<file path="src/design/i2cram_pkg.sv">
`default_nettype none

package i2cram_pkg;

	localparam int unsigned DEV_ADDR_W = 7;
	localparam logic [DEV_ADDR_W-1:0] DEV_ADDR_RESET = 7'd105;

	// bus phase of the sequencer
	typedef enum logic [4:0] {
		PH_IDLE,
		PH_ST_CHECK,
		PH_ST_FALL,
		PH_ST_HOLD,
		PH_TX_LO,
		PH_TX_HI,
		PH_ACK_LO,
		PH_ACK_HI,
		PH_RS_LOW,
		PH_RS_CHECK,
		PH_RS_FALL,
		PH_RS_HOLD,
		PH_RD_LO,
		PH_RD_HI,
		PH_NACK_LO,
		PH_NACK_HI,
		PH_SP_LO,
		PH_SP_HI,
		PH_SP_REL
	} phase_t;

	// byte being shifted out
	typedef enum logic [1:0] {
		BYTE_ADDR_W,
		BYTE_REG,
		BYTE_DATA,
		BYTE_ADDR_R
	} byte_sel_t;

	localparam logic [1:0] ERR_NONE      = 2'd0;
	localparam logic [1:0] ERR_BUS_BUSY  = 2'd1;
	localparam logic [1:0] ERR_NO_START  = 2'd2;
	localparam logic [1:0] ERR_ADDR_NACK = 2'd3;

	localparam logic CMD_WRITE = 1'b0;
	localparam logic CMD_READ  = 1'b1;

	typedef struct packed {
		phase_t    phase;
		byte_sel_t byte_sel;
		logic [2:0] bit_count;
		logic [7:0] shift_reg;
		logic       is_read;
		logic [7:0] reg_latch;
		logic [7:0] data_latch;
		logic [1:0] err_latch;
	} seq_state_t;

	typedef struct packed {
		logic       request;
		logic       command;
		logic [7:0] reg_index;
		logic [7:0] write_byte;
		logic       sda_level;
	} phase_item_t;

	typedef struct packed {
		logic       scl_level;
		logic       sda_release;
		logic       busy_res;
		logic       done_res;
		logic [1:0] error_code;
		logic [7:0] read_byte;
	} phase_res_t;

endpackage

`default_nettype wire

</file>
<file path="src/design/i2c_register_access_master_unit.sv">
// an accepted phase item is captured in the input register, stepped, and its result captured in the result register
// throughput: one phase item per cycle; while a result is held off the input register
//   takes one more item, then in_ready stays low until the result is taken
// the sequencer step between the two registers is one pass of short logic
// reset (arst_n low, asynchronous): sequencer idle, pipeline empty, device address 105
`default_nettype none

module i2c_register_access_master_unit (
	input  wire  logic                              clk,
	input  wire  logic                              arst_n,
	// device address register
	input  wire  logic                              cfg_we,
	input  wire  logic [i2cram_pkg::DEV_ADDR_W-1:0] cfg_wdata,
	// phase item channel
	input  wire  logic                              in_valid,
	output logic                                    in_ready,
	input  wire  logic                              request,
	input  wire  logic                              command,
	input  wire  logic [7:0]                        reg_index,
	input  wire  logic [7:0]                        write_byte,
	input  wire  logic                              sda_level,
	// phase result channel
	output logic                                    out_valid,
	input  wire  logic                              out_ready,
	output logic                                    scl_level,
	output logic                                    sda_release,
	output logic                                    busy_res,
	output logic                                    done_res,
	output logic [1:0]                              error_code,
	output logic [7:0]                              read_byte
);
	import i2cram_pkg::*;

	logic [DEV_ADDR_W-1:0] dev_addr_q;

	// input stage
	logic        valid_s1;
	phase_item_t item_s1;

	// sequencer state, updated once per phase item
	seq_state_t  state_q;
	seq_state_t  state_d;
	phase_res_t  res;

	// result stage
	logic        valid_s2;
	phase_res_t  res_s2;

	logic        advance;

	// item moves from the input stage into the result stage when there is room
	assign advance  = valid_s1 && (!valid_s2 || out_ready);
	assign in_ready = !valid_s1 || advance;

	// device address; the user must write it only between transactions, the block does not enforce this
	always_ff @(posedge clk or negedge arst_n) begin
		if (!arst_n) begin
			dev_addr_q <= DEV_ADDR_RESET;
		end else if (cfg_we) begin
			dev_addr_q <= cfg_wdata;
		end
	end

	// input register
	always_ff @(posedge clk or negedge arst_n) begin
		if (!arst_n) begin
			valid_s1 <= 1'b0;
		end else if (in_ready) begin
			valid_s1 <= in_valid;
		end
	end

	always_ff @(posedge clk) begin
		if (in_valid && in_ready) begin
			item_s1.request    <= request;
			item_s1.command    <= command;
			item_s1.reg_index  <= reg_index;
			item_s1.write_byte <= write_byte;
			item_s1.sda_level  <= sda_level;
		end
	end

	// one bus phase of the transaction sequencer
	i2cram_step u_step (
		.state_q  (state_q),
		.item     (item_s1),
		.dev_addr (dev_addr_q),
		.state_d  (state_d),
		.res      (res)
	);

	// sequencer state only moves when its phase result is captured
	always_ff @(posedge clk or negedge arst_n) begin
		if (!arst_n) begin
			state_q.phase      <= PH_IDLE;
			state_q.byte_sel   <= BYTE_ADDR_W;
			state_q.bit_count  <= 3'd0;
			state_q.shift_reg  <= 8'd0;
			state_q.is_read    <= 1'b0;
			state_q.reg_latch  <= 8'd0;
			state_q.data_latch <= 8'd0;
			state_q.err_latch  <= ERR_NONE;
		end else if (advance) begin
			state_q <= state_d;
		end
	end

	// result register
	always_ff @(posedge clk or negedge arst_n) begin
		if (!arst_n) begin
			valid_s2 <= 1'b0;
		end else if (advance) begin
			valid_s2 <= 1'b1;
		end else if (out_ready) begin
			valid_s2 <= 1'b0;
		end
	end

	always_ff @(posedge clk) begin
		if (advance) begin
			res_s2 <= res;
		end
	end

	assign out_valid   = valid_s2;
	assign scl_level   = res_s2.scl_level;
	assign sda_release = res_s2.sda_release;
	assign busy_res    = res_s2.busy_res;
	assign done_res    = res_s2.done_res;
	assign error_code  = res_s2.error_code;
	assign read_byte   = res_s2.read_byte;

endmodule

`default_nettype wire

</file>
<file path="src/design/i2cram_step.sv">
`default_nettype none

module i2cram_step (
	input  wire  i2cram_pkg::seq_state_t          state_q,
	input  wire  i2cram_pkg::phase_item_t         item,
	input  wire  logic [i2cram_pkg::DEV_ADDR_W-1:0] dev_addr,
	output i2cram_pkg::seq_state_t                state_d,
	output i2cram_pkg::phase_res_t                res
);
	import i2cram_pkg::*;

	logic       start;
	phase_t     eff_phase;
	seq_state_t base;

	// load the shifter with the next byte and go to its first bit
	function automatic seq_state_t begin_send(seq_state_t s, byte_sel_t k,
	                                          logic [DEV_ADDR_W-1:0] addr);
		seq_state_t r;
		r = s;
		unique case (k)
			BYTE_ADDR_W: r.shift_reg = {addr, 1'b0};
			BYTE_REG:    r.shift_reg = s.reg_latch;
			BYTE_DATA:   r.shift_reg = s.data_latch;
			BYTE_ADDR_R: r.shift_reg = {addr, 1'b1};
			default:     r.shift_reg = s.reg_latch;
		endcase
		r.bit_count = 3'd0;
		r.byte_sel  = k;
		r.phase     = PH_TX_LO;
		return r;
	endfunction

	// a request in idle latches the transaction and runs its start check now
	always_comb begin
		start     = (state_q.phase == PH_IDLE) && item.request;
		eff_phase = start ? PH_ST_CHECK : state_q.phase;
		base      = state_q;
		if (start) begin
			base.is_read    = (item.command == CMD_READ);
			base.reg_latch  = item.reg_index;
			base.data_latch = item.write_byte;
			base.err_latch  = ERR_NONE;
			base.bit_count  = 3'd0;
		end
	end

	// next state
	always_comb begin
		state_d = base;
		unique case (eff_phase)
			PH_IDLE: state_d.phase = PH_IDLE;
			PH_ST_CHECK: begin
				if (!item.sda_level) begin
					state_d.err_latch = ERR_BUS_BUSY;
					state_d.phase     = PH_IDLE;
				end else begin
					state_d.phase = PH_ST_FALL;
				end
			end
			PH_ST_FALL: begin
				if (item.sda_level) begin
					state_d.err_latch = ERR_NO_START;
					state_d.phase     = PH_IDLE;
				end else begin
					state_d.phase = PH_ST_HOLD;
				end
			end
			PH_ST_HOLD: state_d = begin_send(base, BYTE_ADDR_W, dev_addr);
			PH_TX_LO:   state_d.phase = PH_TX_HI;
			PH_TX_HI: begin
				if (base.bit_count == 3'd7) begin
					state_d.bit_count = 3'd0;
					state_d.phase     = PH_ACK_LO;
				end else begin
					state_d.shift_reg = {base.shift_reg[6:0], 1'b0};
					state_d.bit_count = base.bit_count + 3'd1;
					state_d.phase     = PH_TX_LO;
				end
			end
			PH_ACK_LO: state_d.phase = PH_ACK_HI;
			PH_ACK_HI: begin
				unique case (base.byte_sel)
					BYTE_ADDR_W: begin
						if (item.sda_level) begin
							state_d.err_latch = ERR_ADDR_NACK;
							state_d.phase     = PH_SP_LO;
						end else begin
							state_d = begin_send(base, BYTE_REG, dev_addr);
						end
					end
					BYTE_REG: begin
						if (base.is_read) state_d.phase = PH_RS_LOW;
						else state_d = begin_send(base, BYTE_DATA, dev_addr);
					end
					BYTE_DATA: state_d.phase = PH_SP_LO;
					BYTE_ADDR_R: begin
						state_d.shift_reg = 8'd0;
						state_d.bit_count = 3'd0;
						state_d.phase     = PH_RD_LO;
					end
					default: state_d.phase = PH_SP_LO;
				endcase
			end
			PH_RS_LOW:   state_d.phase = PH_RS_CHECK;
			PH_RS_CHECK: state_d.phase = PH_RS_FALL;
			PH_RS_FALL:  state_d.phase = PH_RS_HOLD;
			PH_RS_HOLD:  state_d = begin_send(base, BYTE_ADDR_R, dev_addr);
			PH_RD_LO:    state_d.phase = PH_RD_HI;
			PH_RD_HI: begin
				state_d.shift_reg = {base.shift_reg[6:0], item.sda_level};
				if (base.bit_count == 3'd7) begin
					state_d.bit_count = 3'd0;
					state_d.phase     = PH_NACK_LO;
				end else begin
					state_d.bit_count = base.bit_count + 3'd1;
					state_d.phase     = PH_RD_LO;
				end
			end
			PH_NACK_LO: state_d.phase = PH_NACK_HI;
			PH_NACK_HI: state_d.phase = PH_SP_LO;
			PH_SP_LO:   state_d.phase = PH_SP_HI;
			PH_SP_HI:   state_d.phase = PH_SP_REL;
			PH_SP_REL:  state_d.phase = PH_IDLE;
			default:    state_d.phase = PH_IDLE;
		endcase
	end

	// bus levels and status for this phase
	always_comb begin
		res.scl_level   = 1'b1;
		res.sda_release = 1'b1;
		res.busy_res    = 1'b1;
		res.done_res    = 1'b0;
		unique case (eff_phase)
			PH_IDLE:     res.busy_res = 1'b0;
			PH_ST_CHECK: res.done_res = !item.sda_level;
			PH_ST_FALL: begin
				res.sda_release = 1'b0;
				res.done_res    = item.sda_level;
			end
			PH_ST_HOLD:  res.sda_release = 1'b0;
			PH_TX_LO: begin
				res.scl_level   = 1'b0;
				res.sda_release = base.shift_reg[7];
			end
			PH_TX_HI:    res.sda_release = base.shift_reg[7];
			PH_ACK_LO:   res.scl_level = 1'b0;
			PH_ACK_HI:   res.scl_level = 1'b1;
			PH_RS_LOW:   res.scl_level = 1'b0;
			PH_RS_CHECK: res.scl_level = 1'b1;
			PH_RS_FALL:  res.sda_release = 1'b0;
			PH_RS_HOLD:  res.sda_release = 1'b0;
			PH_RD_LO:    res.scl_level = 1'b0;
			PH_RD_HI:    res.scl_level = 1'b1;
			PH_NACK_LO:  res.scl_level = 1'b0;
			PH_NACK_HI:  res.scl_level = 1'b1;
			PH_SP_LO: begin
				res.scl_level   = 1'b0;
				res.sda_release = 1'b0;
			end
			PH_SP_HI:    res.sda_release = 1'b0;
			PH_SP_REL:   res.done_res = 1'b1;
			default:     res.busy_res = 1'b0;
		endcase
		res.error_code = res.done_res ? state_d.err_latch : ERR_NONE;
		res.read_byte  = (res.done_res && state_d.is_read && state_d.err_latch == ERR_NONE)
		                 ? state_d.shift_reg : 8'd0;
	end

endmodule

`default_nettype wire

</file>
<file path="config.mk">
export PLATFORM = sky130hd
export DESIGN_NAME = i2c_register_access_master_unit
export DESIGN_NICKNAME = d
export VERILOG_FILES = /design/src/design/i2cram_pkg.sv /design/src/design/i2c_register_access_master_unit.sv /design/src/design/i2cram_step.sv
export SDC_FILE = /design/constraint.sdc
export NUM_CORES = 1
export LEC_CHECK = 0
export BUFFER_PORTS_ARGS = -buffer_cell sky130_fd_sc_hd__buf_2
export CAP_MARGIN = 20
export CORE_UTILIZATION = 65
export CTS_BUF_LIST = sky130_fd_sc_hd__clkbuf_8
export CTS_CLUSTER_DIAMETER = 80
export DETAILED_ROUTE_END_ITERATION = 6
export GPL_ROUTABILITY_DRIVEN = 1
export PLACE_DENSITY = 0.91
export REMOVE_ABC_BUFFERS = 1
export SLEW_MARGIN = 20
export SYNTH_ARGS = -nofsm -noshare
export SYNTH_HDL_FRONTEND = slang
export SYNTH_SLANG_ARGS = --single-unit
</file>
<file path="constraint.sdc">
create_clock -name clk -period 5.7 [get_ports clk]
set_clock_uncertainty 0.05 [all_clocks]
set_input_delay 0.855 -clock clk [delete_from_list [all_inputs] [get_ports clk]]
set_output_delay 0.855 -clock clk [all_outputs]
set_load 0.005 [all_outputs]
</file>
# After elaboration in Yosys (flattened, before gate mapping)
# Index checks and enable logic that the tools add are counted.
# Widths: inputs -> output; s select.
[totals]
ff_bits = 79
in_bits = 31
out_inout_bits = 16
[op_classes]
n_addsub = 1
eq_ne = 25
muxes = 31
n_reduce_logical = 21
[op_table]
columns = ["op", "n"]
rows = [
  ["$pmux 5 s16", 1],
  ["$pmux 11 s5", 1],
  ["$eq 5x4->1 const B", 8],
  ["$pmux 19 s2", 1],
  ["$pmux 11 s3", 1],
  ["$mux 32", 1],
  ["$mux 30", 1],
  ["$eq 5x3->1 const B", 4],
  ["$pmux 5 s4", 1],
  ["$mux 19", 1],
  ["$reduce_or 18->1", 1],
  ["$mux 17", 1],
  ["$eq 5x5->1 const B", 3],
  ["$mux 2", 7],
  ["$pmux 2 s3", 2],
  ["$reduce_or 6->1", 2],
  ["$eq 5x2->1 const B", 2],
  ["$mux 5", 2],
  ["$ne 3x3->1 const B", 3],
  ["$mux 8", 1],
  ["$mux 3", 2],
  ["$eq 5x1->1 const B", 1],
  ["$logic_and 1x1->1", 5],
  ["$logic_not 5->1", 1],
  ["other kinds (16)", 25],
]

# Depth between registers and ports, before layout
[depth]
word_depth = 8
ltp_mapped = 13
ltp_nobuf = 10

# By module
# From an unflattened synthesis, not the netlist that was laid out.
[hier_totals]
cells_unflattened = 346
area_unflattened_um2 = 4191.5
[by_module_without_submodules]
columns = ["module", "instances", "cells_per_inst", "area_per_inst_um2"]
rows = [
  ["i2c_register_access_master_unit", 1, 135, 2797.7],
  ["i2cram_step", 1, 211, 1393.8],
]

# Worst setup path before layout
# Ideal clock, no wire load.
[synth_path]
path_kind = "register -> register"
start = "reg state_q[34] (netlist name)"
end = "reg res_s2, in the netlist read_byte[7], data pin"
t_arrival_ps = 2610
setup_slack_ps = 2773
stages_incl_launch_ff = 14
n_path_buf = 3
cell_sequence = "dfrtp_1 buf_6 nor3_4 nand3_4 buf_4 and2_1 ha_1 ha_1 nand2b_1 clkbuf_1 mux2i_1 o221ai_1 a21oi_1 a21oi_1"
[synth_between]
elab_chain_len = 8
word_cells_on_any_way = 29
[synth_lines]
columns = ["element", "line_no", "source"]
rows = [
  ["$logic_not 5->1", "i2cram_step.sv:36", "start = (state_q.phase == PH_IDLE) && item.request;"],
  ["$logic_and 1x1->1", "i2cram_step.sv:36", ""],
  ["$mux 19", "i2cram_step.sv:39", "if (start) begin"],
  ["$mux 32 (tied with other cells)", "i2cram_step.sv:93", "if (base.is_read) state_d.phase = PH_RS_LOW;"],
  ["$pmux 19 s2", "i2cram_step.sv:83", "unique case (base.byte_sel)"],
  ["$pmux 2 s3 or $mux 17 (tied branches)", "i2cram_step.sv:51", "unique case (eff_phase)"],
  ["$logic_not 2->1 or $logic_and 1x1->1 (tied branches)", "i2cram_step.sv:167", "res.read_byte = (res.done_res && state_d.is_read && state_d.err_latch == ERR_NONE)"],
  ["$logic_and 1x1->1", "i2cram_step.sv:167", ""],
  ["end signal: assignment", "i2c_register_access_master_unit.sv:121", "res_s2 <= res;"],
  ["end: declaration", "i2c_register_access_master_unit.sv:47", "phase_res_t res_s2;"],
]
# Parallel ways exist; a longest one is shown, timed or not. The select of a mux whose other input is x is not followed.
# A chain may end at the register's enable or synchronous reset.

# Worst setup path after layout
[layout_path]
start = "reg state_q[34] (netlist name)"
end = "reg res_s2, in the netlist read_byte[4], data pin"
[layout_between]
elab_chain_len = 8
word_cells_on_any_way = 29
[layout_lines]
columns = ["element", "line_no"]
rows = [
  ["$logic_not 5->1", "i2cram_step.sv:36"],
  ["$logic_and 1x1->1", "i2cram_step.sv:36"],
  ["$mux 19", "i2cram_step.sv:39"],
  ["$mux 32 (tied with other cells)", "i2cram_step.sv:93"],
  ["$pmux 19 s2", "i2cram_step.sv:83"],
  ["$pmux 2 s3 or $mux 17 (tied branches)", "i2cram_step.sv:51"],
  ["$logic_not 2->1 or $logic_and 1x1->1 (tied branches)", "i2cram_step.sv:167"],
  ["$logic_and 1x1->1", "i2cram_step.sv:167"],
]
# Parallel ways exist; a longest one is shown, timed or not. The select of a mux whose other input is x is not followed.

==> run metrics <==
dpl ws=~1.9 ns; via-per-instance ratio=roughly 6.4; TritonCTS Buffers=9; Die Height=between 70 and 80 um; count of cell types in the netlist=52; Die X=~79 um; Hold Vio Cnt, Final=0; WL final=between 8000 and 9000 um; Via Count=2807; Synth Area in XOR/XNOR=0%; FF-to-FF Start=state_q[34]; H-Tree Depth=3; data arrival time of the critical path=around 3.8 ns; FF-to-FF path depth=10; Worst R2R End=read_byte[4]; fin util=about three quarters; cts hold-fix bufs=0; max-slew violation count=0; Worst-Margin Slew=a little under 1 ns; top cell type's share of synthesized area=27.49%; Final nets=just under 400; initial antenna violation count=0; Mapped Area=between 3000 and 4000 um2; Synth Flop Type=dfrtp_1; largest area contributor in the netlist=dfrtp_1; Adder-Cell Fraction of Synth Area=less than 1%; core outline area=~5600 um2; CTS root buf=clkbuf_8; Max FO, Critical Path=25; die area=between 6000 and 7000 um2; Final WS setup=between 1.5 and 2 ns; relative slew slack=34.88%; final cell count without fillers=440; Pwr per Cell Area=approximately 410 nW/um2; Setup CP Type=reg2reg; Worst-Skew Late Latency=~0.36 ns; period utilization=66.30%; Pleak=approximately 1.8 nW; yosys warns=0; antenna fix cells=0; register area=2147 um2; TritonRoute pass-1 iters=4; largest family of logic cells by synthesized area=multiplexers; FP Rows=27; crit end category=register; Worst VDD drop=0.2972 mV; sequential area share after synthesis=between 50 and 60%; DR DRC count=0; pin count of the biggest net entering global routing=between 40 and 50; layout cells sized above 1=just under 30%; status=complete, no violations; # fillers=between 300 and 400; Clock transition at path regs=approximately 0.090 ns; Synth Instances=~330; Initial Util=68.60%; overall routing resource usage=about 30%; Area Growth Syn to Fin=11.49%; reg-to-reg setup timing slack=approximately 1.9 ns; I/O pins=47; RSZ-0062 raised after global routing=false; vias in the first global route=about 2.9k; #FFs+latches synth=just under 80; top cells by area, synth=dfrtp_1 27%, edfxtp_1 26%, mux2_2 10%; Setup Buffers After CTS=0; Max Clk Rate=approximately 0.26 GHz; Synth Area per Inst=between 10 and 15 um2; first-pass GRT wire length=13710 um; Worst EP required=between 5 and 6 ns; CTS tree=built; Multi-input gate area=between 1500 and 2000 um2; clk buf depth=2; worst min-delay path class=in2async; drt first-iter violations=between 300 and 400; Routed Antenna Nets=0; placed cells=424; wire length per cell=just under 20 um; post-cts resize count=0; GRT overflow=0; Max-Cap Viols=0; Synth Area in Simple Gates=12.24%; Worst setup SP type=register; Synth Area in Compound Gates=between 10% and 20%; TNS Setup=0 ns; multiplexer share of the synthesized area=between 10% and 20%; gpl congestion=just over 0.9; fraction of registers with async set/reset=around 58%; clock period minus worst slack=between 3 and 4 ns; number of synthesized flops with an enable pin=33; HPWL Detailed=5450 um; Setup violations, final=0; number of port buffers=46; Clock Sinks=79
[metal layers]
metal	share of wire (%)	routed length (um)	global-route usage (%)	vias up
met5	0	0	0	-
met4	3.0	255	16.30	0
met3	6.6	559	5.287	23
met2	51	4318	49.30	146
met1	39	3315	37.17	1360
li1	-	-	-	1278
[layout by cell type (no fill, tap or decap), types with 4 or more instances in the layout]
cell	netlist	layout
o221ai_1	7	7
dfrtp_1	42	42
o31ai_1	4	4
and2_1	5	5
nand2b_1	9	9
clkinvlp_4	0	4
nand2_1	36	36
edfxtp_1	33	33
o22ai_1	4	4
nor2_1	18	18
mux2i_1	17	17
o21ai_1	9	9
inv_1	6	6
dfstp_2	4	4
buf_2	3	45
mux2_2	34	34
a21oi_1	23	23
o21ai_0	9	9
clkbuf_8	0	9
[cells by family after synthesis]
logic type	count (synthesis)
adders and majority gates	2
buffers and inverters	26
and+or+nand+nor	89
muxes	53
DFF	79
AOI/OAI and AO/OA	76
[registers in the layout, indices dropped and copies added (netlist names)]
register,count
busy_res,1
dev_addr_q,7
done_res,1
error_code,2
item_s1,19
out_valid,1
read_byte,8
scl_level,1
sda_release,1
state_q,37
valid_s1,1
[report_power, final]
group	switching, mW	internal, mW
logic	0.262	0.221
registers	0.120	0.733
clock network	0.219	0.206
total	0.601	1.16
[how the worst max path moves through the flow]
stage	startpoint	endpoint	slack (ns)	cells past startpoint
finish	state_q[34]	read_byte[4]	1.92	10
CTS	state_q[34]	read_byte[3]	2.02	10
floorplan	out_ready	state_q[10]	2.71	5
global route	state_q[34]	read_byte[4]	1.79	10
detailed placement	out_ready	state_q[13]	1.89	6
global placement	out_ready	state_q[10]	2.00	6
[final cells by class]
class                           count  share of cell area [%]
Tap cell                           72                   2.113
Multi-Input combinational cell    220                   36.66
Clock inverter                      7                   1.878
Clock buffer                        9                   2.906
Inverter                            7                  0.6164
Sequential cell                    79                   50.37
Timing Repair Buffer               46                   5.459
[critical path, cell delays in order (launching register included)]
cell and delay (ns):
dfrtp_1 0.63, nor3_4 0.40, nand3_4 0.39, and2_1 0.32, ha_1 0.19, ha_1 0.23, nand2b_1 0.44, mux2i_1 0.34
o221ai_1 0.16, a21oi_1 0.24, a21oi_1 0.12
[cells in the mapped netlist, types with 3 or more instances]
cell       instances
o31ai_1            4
mux2i_1           17
inv_1              6
nor3_1             3
edfxtp_1          33
clkbuf_1          12
mux2_2            34
o221ai_1           7
dfstp_2            4
nand2_1           36
nor4_1             3
nand2b_1           9
o21ai_0            9
buf_2              3
o22ai_1            4
a31oi_1            3
o21ai_1            9
a21oi_1           23
dfrtp_1           42
and2_1             5
o2111ai_1          3
nor2_1            18
[metrics by stage]
| step | hold WS (ns) | instance area, um2 | power [mW] |
|---|---|---|---|
| floorplan | 0.3950 | 3736 | 1.176 |
| global placement | 0.4179 | 4056 | 1.292 |
| detailed placement | 0.4245 | 4056 | 1.326 |
| CTS | 0.4429 | 4260 | 1.752 |
| global route | 0.4678 | 4263 | 1.846 |
| finish | 0.4515 | 4263 | 1.762 |
No activity file was read; power rests on OpenSTA's default activity.
